`config.mk`:
```
export PLATFORM = sky130hd
export DESIGN_NAME = double_ended_queue_core
export DESIGN_NICKNAME = d
export VERILOG_FILES = /design/src/hw/rtl/deq_pkg.sv /design/src/hw/rtl/double_ended_queue_core.sv
export SDC_FILE = /design/constraint.sdc
export NUM_CORES = 1
export LEC_CHECK = 0
export BUFFER_PORTS_ARGS = -buffer_cell sky130_fd_sc_hd__buf_2
export CORE_AREA = 2 2 233 235
export CTS_BUF_LIST = sky130_fd_sc_hd__clkbuf_4 sky130_fd_sc_hd__clkbuf_8
export CTS_CLUSTER_SIZE = 16
export DETAILED_ROUTE_END_ITERATION = 6
export DIE_AREA = 0 0 235 237
export PLACE_DENSITY = 0.74
export REMOVE_ABC_BUFFERS = 1
export SLEW_MARGIN = 20
export SYNTH_ARGS = -nofsm -noshare
export SYNTH_HDL_FRONTEND = slang
export SYNTH_SLANG_ARGS = --single-unit
```
`constraint.sdc`:
```
create_clock -name clk -period 17.4 [get_ports clk]
set_clock_uncertainty 0.15 [all_clocks]
set_input_delay 0.87 -clock clk [delete_from_list [all_inputs] [get_ports clk]]
set_output_delay 0.87 -clock clk [all_outputs]
set_load 0.1 [all_outputs]
```
`src/hw/rtl/deq_pkg.sv`:
```
`timescale 1ns / 1ps

package deq_pkg;

  localparam logic [2:0] CMD_PUSH_FRONT = 3'd0;
  localparam logic [2:0] CMD_PUSH_BACK  = 3'd1;
  localparam logic [2:0] CMD_POP_FRONT  = 3'd2;
  localparam logic [2:0] CMD_POP_BACK   = 3'd3;
  localparam logic [2:0] CMD_NONE       = 3'd4;

  typedef enum logic [1:0] {
    ST_OK    = 2'd0,
    ST_EMPTY = 2'd1,
    ST_FULL  = 2'd2
  } status_t;

  typedef enum logic {
    S_IDLE,
    S_FILL
  } state_t;

endpackage

```
`src/hw/rtl/double_ended_queue_core.sv`:
```
`timescale 1ns / 1ps

// Bounded double-ended queue of DEPTH words held in a ring in one synchronous
// RAM. Each request carries a command (push front, push back, pop front, pop
// back, none; codes 5 to 7 act as none) and returns one response with the
// popped word, a status (ok, empty on pop, full on push), the count after the
// request and the words now at the front and back (zero when empty). The
// front and back words are cached in registers, so only a pop that leaves
// the queue non-empty needs a RAM read: it passes through a refill state
// that loads the read word into the cached end before the response is formed.
// The response is registered and appears the cycle after it is final; a new
// request is taken only when no response waits or the waiting one leaves in
// the same cycle.
module double_ended_queue_core
  import deq_pkg::*;
#(
  parameter int DEPTH      = 16,
  parameter int DATA_WIDTH = 32
) (
  input  logic                          clk,
  input  logic                          rst_n,
  input  logic                          in_valid,
  output logic                          in_ready,
  input  logic [2:0]                    in_cmd,
  input  logic [DATA_WIDTH-1:0]         in_push_value,
  output logic                          out_valid,
  input  logic                          out_ready,
  output logic [DATA_WIDTH-1:0]         out_popped_value,
  output logic [1:0]                    out_status,
  output logic [$clog2(DEPTH+1)-1:0]    out_entry_count_out,
  output logic [DATA_WIDTH-1:0]         out_front_value,
  output logic [DATA_WIDTH-1:0]         out_back_value
);

  localparam int AW = $clog2(DEPTH);
  localparam int CW = $clog2(DEPTH + 1);
  localparam logic [AW-1:0] LAST_IDX = AW'(DEPTH - 1);
  localparam logic [CW-1:0] FULL_CNT = CW'(DEPTH);

  state_t state_r, state_nxt;
  logic [AW-1:0] front_idx_r, front_idx_nxt;
  logic [AW-1:0] back_idx_r, back_idx_nxt;
  logic [CW-1:0] count_r, count_nxt;
  logic [DATA_WIDTH-1:0] front_val_r, front_val_nxt;
  logic [DATA_WIDTH-1:0] back_val_r, back_val_nxt;
  logic [DATA_WIDTH-1:0] pop_hold_r, pop_hold_nxt;
  logic fill_front_r, fill_front_nxt;

  logic out_valid_r, out_valid_nxt;
  logic [DATA_WIDTH-1:0] out_popped_r, out_popped_nxt;
  status_t out_status_r, out_status_nxt;
  logic [CW-1:0] out_count_r, out_count_nxt;
  logic [DATA_WIDTH-1:0] out_front_r, out_front_nxt;
  logic [DATA_WIDTH-1:0] out_back_r, out_back_nxt;

  logic [DATA_WIDTH-1:0] mem_r [DEPTH];
  logic [DATA_WIDTH-1:0] rd_data_r;
  logic mem_we, mem_re;
  logic [AW-1:0] mem_waddr, mem_raddr;

  logic load_out;
  logic [DATA_WIDTH-1:0] popped;
  status_t status;
  logic [AW-1:0] front_inc, front_dec, back_inc, back_dec;

  assign front_inc = (front_idx_r == LAST_IDX) ? '0 : front_idx_r + 1'b1;
  assign front_dec = (front_idx_r == '0) ? LAST_IDX : front_idx_r - 1'b1;
  assign back_inc  = (back_idx_r == LAST_IDX) ? '0 : back_idx_r + 1'b1;
  assign back_dec  = (back_idx_r == '0) ? LAST_IDX : back_idx_r - 1'b1;

  always_ff @(posedge clk) begin
    if (mem_we) begin
      mem_r[mem_waddr] <= in_push_value;
    end
    if (mem_re) begin
      rd_data_r <= mem_r[mem_raddr];
    end
  end

  always_ff @(posedge clk) begin
    if (!rst_n) begin
      state_r     <= S_IDLE;
      front_idx_r <= '0;
      back_idx_r  <= LAST_IDX;
      count_r     <= '0;
      out_valid_r <= 1'b0;
    end else begin
      state_r     <= state_nxt;
      front_idx_r <= front_idx_nxt;
      back_idx_r  <= back_idx_nxt;
      count_r     <= count_nxt;
      out_valid_r <= out_valid_nxt;
    end
  end

  always_ff @(posedge clk) begin
    front_val_r  <= front_val_nxt;
    back_val_r   <= back_val_nxt;
    pop_hold_r   <= pop_hold_nxt;
    fill_front_r <= fill_front_nxt;
    out_popped_r <= out_popped_nxt;
    out_status_r <= out_status_nxt;
    out_count_r  <= out_count_nxt;
    out_front_r  <= out_front_nxt;
    out_back_r   <= out_back_nxt;
  end

  always_comb begin
    state_nxt      = state_r;
    front_idx_nxt  = front_idx_r;
    back_idx_nxt   = back_idx_r;
    count_nxt      = count_r;
    front_val_nxt  = front_val_r;
    back_val_nxt   = back_val_r;
    pop_hold_nxt   = pop_hold_r;
    fill_front_nxt = fill_front_r;
    out_valid_nxt  = out_valid_r && !out_ready;
    out_popped_nxt = out_popped_r;
    out_status_nxt = out_status_r;
    out_count_nxt  = out_count_r;
    out_front_nxt  = out_front_r;
    out_back_nxt   = out_back_r;
    mem_we         = 1'b0;
    mem_re         = 1'b0;
    mem_waddr      = front_dec;
    mem_raddr      = front_inc;
    load_out       = 1'b0;
    popped         = '0;
    status         = ST_OK;
    in_ready       = 1'b0;

    case (state_r)
      S_IDLE: begin
        in_ready = !out_valid_r || out_ready;
        if (in_valid && in_ready) begin
          load_out = 1'b1;
          case (in_cmd)
            CMD_PUSH_FRONT: begin
              if (count_r == FULL_CNT) begin
                status = ST_FULL;
              end else begin
                mem_we        = 1'b1;
                mem_waddr     = front_dec;
                front_idx_nxt = front_dec;
                count_nxt     = count_r + 1'b1;
                front_val_nxt = in_push_value;
                if (count_r == '0) begin
                  back_val_nxt = in_push_value;
                end
              end
            end
            CMD_PUSH_BACK: begin
              if (count_r == FULL_CNT) begin
                status = ST_FULL;
              end else begin
                mem_we       = 1'b1;
                mem_waddr    = back_inc;
                back_idx_nxt = back_inc;
                count_nxt    = count_r + 1'b1;
                back_val_nxt = in_push_value;
                if (count_r == '0) begin
                  front_val_nxt = in_push_value;
                end
              end
            end
            CMD_POP_FRONT: begin
              if (count_r == '0) begin
                status = ST_EMPTY;
              end else begin
                popped        = front_val_r;
                front_idx_nxt = front_inc;
                count_nxt     = count_r - 1'b1;
                if (count_r != CW'(1)) begin
                  mem_re         = 1'b1;
                  mem_raddr      = front_inc;
                  fill_front_nxt = 1'b1;
                  pop_hold_nxt   = front_val_r;
                  load_out       = 1'b0;
                  state_nxt      = S_FILL;
                end
              end
            end
            CMD_POP_BACK: begin
              if (count_r == '0) begin
                status = ST_EMPTY;
              end else begin
                popped       = back_val_r;
                back_idx_nxt = back_dec;
                count_nxt    = count_r - 1'b1;
                if (count_r != CW'(1)) begin
                  mem_re         = 1'b1;
                  mem_raddr      = back_dec;
                  fill_front_nxt = 1'b0;
                  pop_hold_nxt   = back_val_r;
                  load_out       = 1'b0;
                  state_nxt      = S_FILL;
                end
              end
            end
            default: ;
          endcase
        end
      end
      S_FILL: begin
        if (fill_front_r) begin
          front_val_nxt = rd_data_r;
        end else begin
          back_val_nxt = rd_data_r;
        end
        popped    = pop_hold_r;
        load_out  = 1'b1;
        state_nxt = S_IDLE;
      end
      default: begin
        state_nxt = S_IDLE;
      end
    endcase

    if (load_out) begin
      out_valid_nxt  = 1'b1;
      out_popped_nxt = popped;
      out_status_nxt = status;
      out_count_nxt  = count_nxt;
      out_front_nxt  = (count_nxt == '0) ? '0 : front_val_nxt;
      out_back_nxt   = (count_nxt == '0) ? '0 : back_val_nxt;
    end
  end

  assign out_valid           = out_valid_r;
  assign out_popped_value    = out_popped_r;
  assign out_status          = out_status_r;
  assign out_entry_count_out = out_count_r;
  assign out_front_value     = out_front_r;
  assign out_back_value      = out_back_r;

  a_count_bound: assert property (@(posedge clk) disable iff (!rst_n)
    count_r <= FULL_CNT)
    else $error("entry count above depth");

  a_fill_slot_free: assert property (@(posedge clk) disable iff (!rst_n)
    state_r == S_FILL |-> !out_valid_r && !in_ready)
    else $error("refill with output slot busy or input open");

  a_full_count: assert property (@(posedge clk) disable iff (!rst_n)
    out_valid_r && out_status_r == ST_FULL |-> out_count_r == FULL_CNT)
    else $error("full status with count below depth");

  a_pop_dec: assert property (@(posedge clk) disable iff (!rst_n)
    in_valid && in_ready && count_r != '0
      && (in_cmd == CMD_POP_FRONT || in_cmd == CMD_POP_BACK)
      |=> count_r == $past(count_r) - 1'b1)
    else $error("pop did not decrement count");

endmodule
```
==> summary.md, run 1 <==
| Metric | Value |
|---|---|
| Outcome | complete, but fails checks |
| Failing checks | DRC |
| Share of layout cells above drive strength 1 | 16.0% |
| Post-layout net count | 2597 |
| Post-CTS resize count | 0 |
| Routed via count | 21809 |
| Die Span X | 235 um |
| Slack of the critical path | 12.53 ns |
| Final hold vios | 0 |
| Multi-input logic area | 8900 um2 |
| Post-synthesis mux area share | 3.51% |
| RR Endpoint | rd_data_r[3] |
| GP Congestion | 0.872 |
| CTS clk-pin slew, worst paths | 0.06 ns |
| Simple-gate share of the synthesized area | 11.1% |
| Hold Path Depth | 2 |
| Max Clock Freq | 205 MHz |
| GRT Max-Usage Layer | met2 |
| Sequential-to-total area share from yosys stat | 69.8% |
| DRT Wirelength | 82.9 mm |
| GRT met1 Usage | 40.9% |
| Final ANT Viol Nets | 0 |
| Clock Tree Buf Depth | 3 |
| Post-Synth XOR/XNOR Area | 0.222% |
| Adder-Cell Fraction of Synth Area | 0.317% |
| Area Growth Syn to Fin | 11.8% |
| Max FO, Critical Path | 83 |
| Total GRT Usage | 29.4% |
| Synth unique cells | 62 |
| Crit path kind | primary input to flip-flop |
| FILL cells | 3691 |
| Synth Flop Type | edfxtp_1 |
| Worst EP arrival | 5.31 ns |
| Total grt overflow | 0 |
| DRT iter0 DRCs | 2745 |
| Commonest cells post-synth | edfxtp_1 (680), nand2_1 (397), a21oi_1 (172) |
| Synth Cell Area | 31500 um2 |
| Most frequent cell after synthesis | edfxtp_1 |
| Share of the synthesized area in the top cell type | 64.8% |
| Seq. cell area | 22000 um2 |
| Worst setup EP type | flip-flop |
| Initial antenna violation count | 3 |
| Post-synthesis instance total | 2428 |
| Setup_tns | 0 ns |
| Synth async-reset ratio | 0% |
| Tmin final | 4.87 ns |
| Area contributors post-synth | edfxtp_1 (65%), dfxtp_1 (5.0%), nand2_1 (4.7%), mux2i_1 (3.3%), a21oi_1 (2.7%) |
| DR vias/cell | 6.53 |
| Cts bufs inserted | 114 |
| EDFF count, synth | 680 |
| Setup-failing EPs final | 0 |
| Worst min path class | flip-flop to flip-flop |
| Average size of a mapped cell | 13.0 um2 |
| DPL Wire Length | 46.7 mm |
| # Post-CTS Setup Buffers | 0 |
| Max-slew violations | 0 |
| Met2 Use GR | 45.7% |
| Hold Path Sink | front_val_r[30] |
| IO Count | 144 |
| # clock sinks | 759 |
| H-tree Lvls | 3 |
| Clock Tree Root | clkbuf_8 |
| Met3 usage | 6.16% |
| Flops & latches, synth | 759 |
| Rows | 85 |
| DRT Pass-1 Iters | 7 |
| Post-place setup slack | 11.87 ns |
| Worst Path Required | 17.85 ns |
| FF-to-FF Start | out_valid |
| Core area | 53300 um2 |
| Worst-Margin Slew | 1.05 ns |
| Final period util | 28.0% |
| First-pass GRT wire length | 126 mm |
| Hold wc startpoint | front_val_r[30] |
| Ys Warns | 0 |
| Input/output buffers | 143 |
| Area leader, netlist | edfxtp_1 |
| Clock Latency Late Sink | 0.73 ns |
| Reg2reg path depth | 9 |
| Die ar. | 55700 um2 |
| PD cells | 120 nW/um2 |
| # DRC | 1 |
| Complex-gate fraction of the synthesized area | 12.3% |
| Max Cap Violations | 0 |
| Largest net degree at the start of global routing | 97 |
| Maximum VDD drop | 0.0594 mV |
| Vias in the first global route | 21317 |
| Slew HR | 30.1% |
| Largest family of logic cells by synthesized area | compound AO/OA/AOI/OAI gates |
| Pleak | 12.5 nW |
| CP Launch Type | primary input |
| Starting density of the core | 59.2% |
| Wire per inst | 24.8 um |
| Unrepaired setup endpoints after global routing | false |
| CTS tree | built |
| Cts hold-fix bufs | 0 |
| Reg2reg setup slack | 12.84 ns |
| Die H | 237 um |
-- critical path: stages --
cell     delay [ns]
buf_2          0.09
buf_4          0.66
and3b_1        0.26
buf_4          0.44
o21a_2         0.34
nand3_4        0.08
buf_4          0.40
nand2_4        0.71
buf_4          0.77
nand2_1        0.16
a221o_1        0.33
nand3_1        0.08
-- area by class of cell --
| class | count | area share [%] |
|---|---|---|
| antenna | 2 | 0.0142 |
| clock buffer | 158 | 5.51 |
| clock inverter | 50 | 1.08 |
| inverter | 15 | 0.160 |
| multi-input combinational | 1468 | 25.3 |
| sequential | 759 | 62.4 |
| tap | 696 | 2.47 |
| timing repair buffer | 192 | 3.09 |
-- flip-flops by register name, indices dropped and copies added, names as in the netlist, 2 cells and up --
name / flops
back_idx_r: 4
back_val_r: 32
count_r: 5
front_idx_r: 4
front_val_r: 32
mem_r: 512
out_back_value: 32
out_entry_count_out: 5
out_front_value: 32
out_popped_value: 32
out_status: 2
pop_hold_r: 32
rd_data_r: 32
-- worst max path at each step --
stage / from / to / slack, ns / cells after the start
after floorplan: count_r[1] / out_back_value[0] / 7.10 / 6
after CTS: in_cmd[0] / rd_data_r[15] / 12.61 / 12
after global placement: in_cmd[0] / rd_data_r[13] / 12.02 / 12
after detailed placement: in_cmd[0] / rd_data_r[15] / 11.87 / 12
after global routing: in_cmd[0] / rd_data_r[15] / 12.39 / 12
final: in_cmd[0] / rd_data_r[15] / 12.53 / 12
-- stage by stage --
stage	area (um2)	util (%)	std cells	power, mW	hold slack (ns)
floorplan	30700	-	2242	2.64	0.307
global placement	32900	61.8	3129	2.77	0.316
detailed placement	32900	61.8	3130	2.79	0.321
CTS	35200	66.2	3338	4.25	0.299
global route	35300	66.2	3340	4.38	0.343
finish	35300	66.2	3340	4.24	0.330
-- report_power, final --
part           total, mW  switching, mW  internal (mW)
Clock               1.48          0.679          0.798
Combinational      0.626          0.483          0.142
Sequential          2.14         0.0534           2.08
Total               4.24           1.22           3.03
-- layout by cell type (no fill, tap or decap), types with 5 or more instances in the layout --
cell / netlist / final
xnor2_1: 5 / 5
bufinv_16: 0 / 5
a22oi_1: 33 / 33
and2_1: 12 / 11
nor2_4: 0 / 18
inv_1: 14 / 14
or3_1: 5 / 5
ha_1: 8 / 8
clkinv_1: 0 / 25
and3_1: 67 / 66
nor2_1: 60 / 41
a221o_1: 64 / 64
clkinv_2: 0 / 12
buf_2: 22 / 143
a211o_1: 64 / 64
nor3_1: 33 / 33
edfxtp_1: 680 / 680
buf_4: 7 / 48
nand2b_1: 6 / 5
clkbuf_8: 0 / 121
a21oi_1: 172 / 170
nand3_1: 141 / 140
nor2b_1: 37 / 37
clkbuf_4: 0 / 37
a32oi_1: 32 / 32
nand2_1: 397 / 395
dfxtp_1: 79 / 79
o22ai_1: 31 / 31
mux2i_1: 105 / 102
o21ai_0: 114 / 114
a311oi_1: 33 / 33
-- cells by family after synthesis --
logic type	after synthesis
buffers and inverters	201
AOI/OAI and AO/OA	571
adders and majority gates	8
DFF	759
and+or+nand+nor	771
xor gates and xnor gates	8
muxes	110
-- routing by layer --
layer / vias to the layer above / wire length (um)
li1: 9511 / -
met1: 10654 / 32100
met2: 1409 / 38600
met3: 235 / 9570
met4: 0 / 2710
met5: - / 0
(Power assumes the default switching activity.)
==> inputs of run 2 (changes only) <==
Settings changed: ABC_AREA set to 1, CORE_AREA 2 2 233 235 to 2 2 250 252, DIE_AREA 0 0 235 237 to 0 0 252 254, PLACE_DENSITY 0.74 to 0.75.
Clock period 17.4 ns to 4 ns, I/O delays scaled along.
==> run 2 against run 1 <==
The flow still finishes with violations (DRC). Clock power rose to 4.8 times the previous value. Largest power group unchanged. Power increased to 4.8 times the previous value. Highest routed layer unchanged. Hold slack worse by 0.15 ns. Largest cell class unchanged.
==> summary.md, run 2 <==
| Metric | Value |
|---|---|
| Crit path kind | flip-flop to flip-flop |
| Ys Warns | 0 |
| Worst min path class | primary input to flip-flop |
| Flops & latches, synth | 759 |
| Most frequent cells in the layout | edfxtp_1 (680), nand3_1 (671), inv_1 (625), nand2_1 (547), o21ai_0 (226) |
| Tmin final | 3.59 ns |
| Outcome | complete, but fails checks |
| GP Congestion | 0.888 |
| Max Cap Violations | 0 |
| Most flop-heavy register | mem_r |
| Max-slew violations | 0 |
| Seq. cell area | 22000 um2 |
| Post-synthesis instance total | 3595 |
| Post-layout net count | 3800 |
| Slack of the critical path | 0.410 ns |
| Wire per inst | 21.4 um |
| Rows | 91 |
| Clock Tree Root | clkbuf_8 |
| Post-CTS resize count | 0 |
| RR Endpoint | rd_data_r[18] |
| Input/output buffers | 143 |
| FF-to-FF Start | count_r[0] |
| PD cells | 506 nW/um2 |
| GRT Max-Usage Layer | met2 |
| Hold Path Depth | 3 |
| Reg2reg setup slack | 0.41 ns |
| DRT Wirelength | 99.5 mm |
| Share of the synthesized area in the top cell type | 58.1% |
| Synth Cell Area | 35100 um2 |
| DRT iter0 DRCs | 3458 |
| Pleak | 16.7 nW |
| Vias in the first global route | 25314 |
| CP Launch Type | flip-flop |
| Failing checks | DRC |
| Post-route insts no fill | 4651 |
| H-tree Lvls | 3 |
| Largest net degree at the start of global routing | 193 |
| Placed Instances | 4383 |
| EDFF count, synth | 680 |
| Synth Flop Type | edfxtp_1 |
| DR vias/cell | 5.89 |
| Clock Latency Late Sink | 0.76 ns |
| Met2 Use GR | 49.2% |
| Met3 usage | 5.22% |
| Post-Layout Inst Area | 39900 um2 |
| Initial antenna violation count | 2 |
| Area contributors post-synth | edfxtp_1 (58%), nand3_1 (9.6%), inv_1 (6.7%), nand2_1 (5.9%), dfxtp_1 (4.5%) |
| Crit-path max cell delay | 0.39 ns |
| IO Count | 144 |
| Max Clock Freq | 279 MHz |
| Tot Pwr | 20.2 mW |
| Setup-failing EPs final | 0 |
| Max FFs per register | 512 |
| Slew HR | 18.1% |
| Most common cell after layout, fill and taps aside | edfxtp_1 |
| Starting density of the core | 57.4% |
| Die H | 254 um |
| Total GRT Usage | 31.0% |
| CP dominant cell by count | nand3_1 |
| Max FO, Critical Path | 76 |
| CP cell instances | inv_1 -> ha_1 -> o211ai_1 -> nand2_2 -> nand2_8 -> nand2_8 -> buf_4 -> nand2_1 -> nand3_1 -> nand3_1 -> nand3_1 -> nand2_1 |
| Worst Path Required | 4.46 ns |
| Maximum VDD drop | 0.342 mV |
| CTS tree | built |
| Cts bufs inserted | 119 |
| Die ar. | 64000 um2 |
| # DRC | 1 |
| First-pass GRT wire length | 150 mm |
| # clock sinks | 759 |
| Sequential-to-total area share from yosys stat | 62.6% |
| Slowest-stage cell, CP | dfxtp_1 |
| Post-place setup slack | 0.503 ns |
| Most frequent cell after synthesis | edfxtp_1 |
| Hold Path Sink | back_idx_r[2] |
| Synth unique cells | 39 |
| Worst EP arrival | 4.05 ns |
| Multi-input logic area | 10000 um2 |
| Clock Tree Buf Depth | 3 |
| Commonest cells post-synth | edfxtp_1 (680), nand3_1 (672), inv_1 (627) |
| Worst setup EP type | flip-flop |
| FILL cells | 4708 |
| DRT Pass-1 Iters | 7 |
| Hold wc startpoint | rst_n |
| Die Span X | 252 um |
| Area leader, netlist | edfxtp_1 |
| Area Growth Syn to Fin | 13.6% |
| Synth async-reset ratio | 0% |
| Core area | 61300 um2 |
| DPL Wire Length | 58.9 mm |
| Worst-Margin Slew | 1.23 ns |
| Average size of a mapped cell | 9.77 um2 |
| Finished Core Util | 65.2% |
| Final ANT Viol Nets | 0 |
| CTS clk-pin slew, worst paths | 0.06 ns |
| Final period util | 89.7% |
| Placed cell areas | 36900 um2 |
| Reg2reg path depth | 12 |
| Unrepaired setup endpoints after global routing | false |
| Final hold vios | 0 |
| Total grt overflow | 0 |
| GRT met1 Usage | 42.7% |
| Routed via count | 27373 |
| Share of layout cells above drive strength 1 | 12.5% |
run 2: critical path, delay by kind of cell, from the launching register on:
kind,cells,cell delay (ns)
compound gates,1,0.37
buf+inv,2,0.48
fa+ha+maj,1,0.27
flops,1,0.39
simple gates,8,1.74
run 2: kinds of logic (layout without fill, tap and decap cells):
family                     Yosys count  after routing  share of synthesized area [%]
DFF                                759            759                           62.6
other                                0              2                              0
buffers and inverters              861           1125                           9.59
AOI/OAI and AO/OA                  480            480                           8.11
and+or+nand+nor                   1479           1479                           19.2
adders and majority gates            8              8                          0.285
xor gates and xnor gates             8              8                          0.199
run 2: timing repair:
item / 4_1_cts / 5_1_grt
endpoints found under the hold margin: 555 / 0
hold buffers: 39 / 0
buffers inserted: 0 / 0
run 2: power breakdown:
part	switching [mW]	internal (mW)	total, mW
clock network	3.16	3.87	7.03
logic	2.95	0.810	3.76
registers	0.254	9.16	9.42
total	6.36	13.8	20.2
run 2: per-stage QoR:
stage          hold slack [ns]  TNS [ns]
2_1_floorplan            0.129  -1418.76
3_3_place_gp             0.343         0
3_5_place_dp             0.351         0
4_1_cts                  0.121         0
5_1_grt                  0.190         0
6_report                 0.179         0
run 2: final cells by class:
type | instances | area share (%)
clock buffers | 176 | 5.43
diodes | 2 | 0.0125
well taps | 790 | 2.48
multi-input cells | 1975 | 25.1
repair buffers | 261 | 4.76
clock inverters | 51 | 1.05
flip-flops and latches | 759 | 55.1
inverters | 637 | 5.99
run 2: how the worst max path moves through the flow:
| stage | slack (ns) | depth (start not counted) | to | start |
|---|---|---|---|---|
| global route | 0.21 | 14 | mem_r[4][4] | count_r[0] |
| floorplan | -6.68 | 6 | out_back_value[0] | count_r[0] |
| CTS | 0.48 | 12 | rd_data_r[18] | count_r[0] |
| finish | 0.41 | 12 | rd_data_r[18] | count_r[0] |
| global placement | 0.55 | 12 | rd_data_r[18] | count_r[0] |
| detailed placement | 0.50 | 12 | rd_data_r[18] | count_r[0] |
run 2: metal layers:
layer / up-vias / part of all wire, %
li1: 12487 / -
met1: 12920 / 39
met2: 1721 / 46
met3: 245 / 12
met4: 0 / 3.6
met5: - / 0
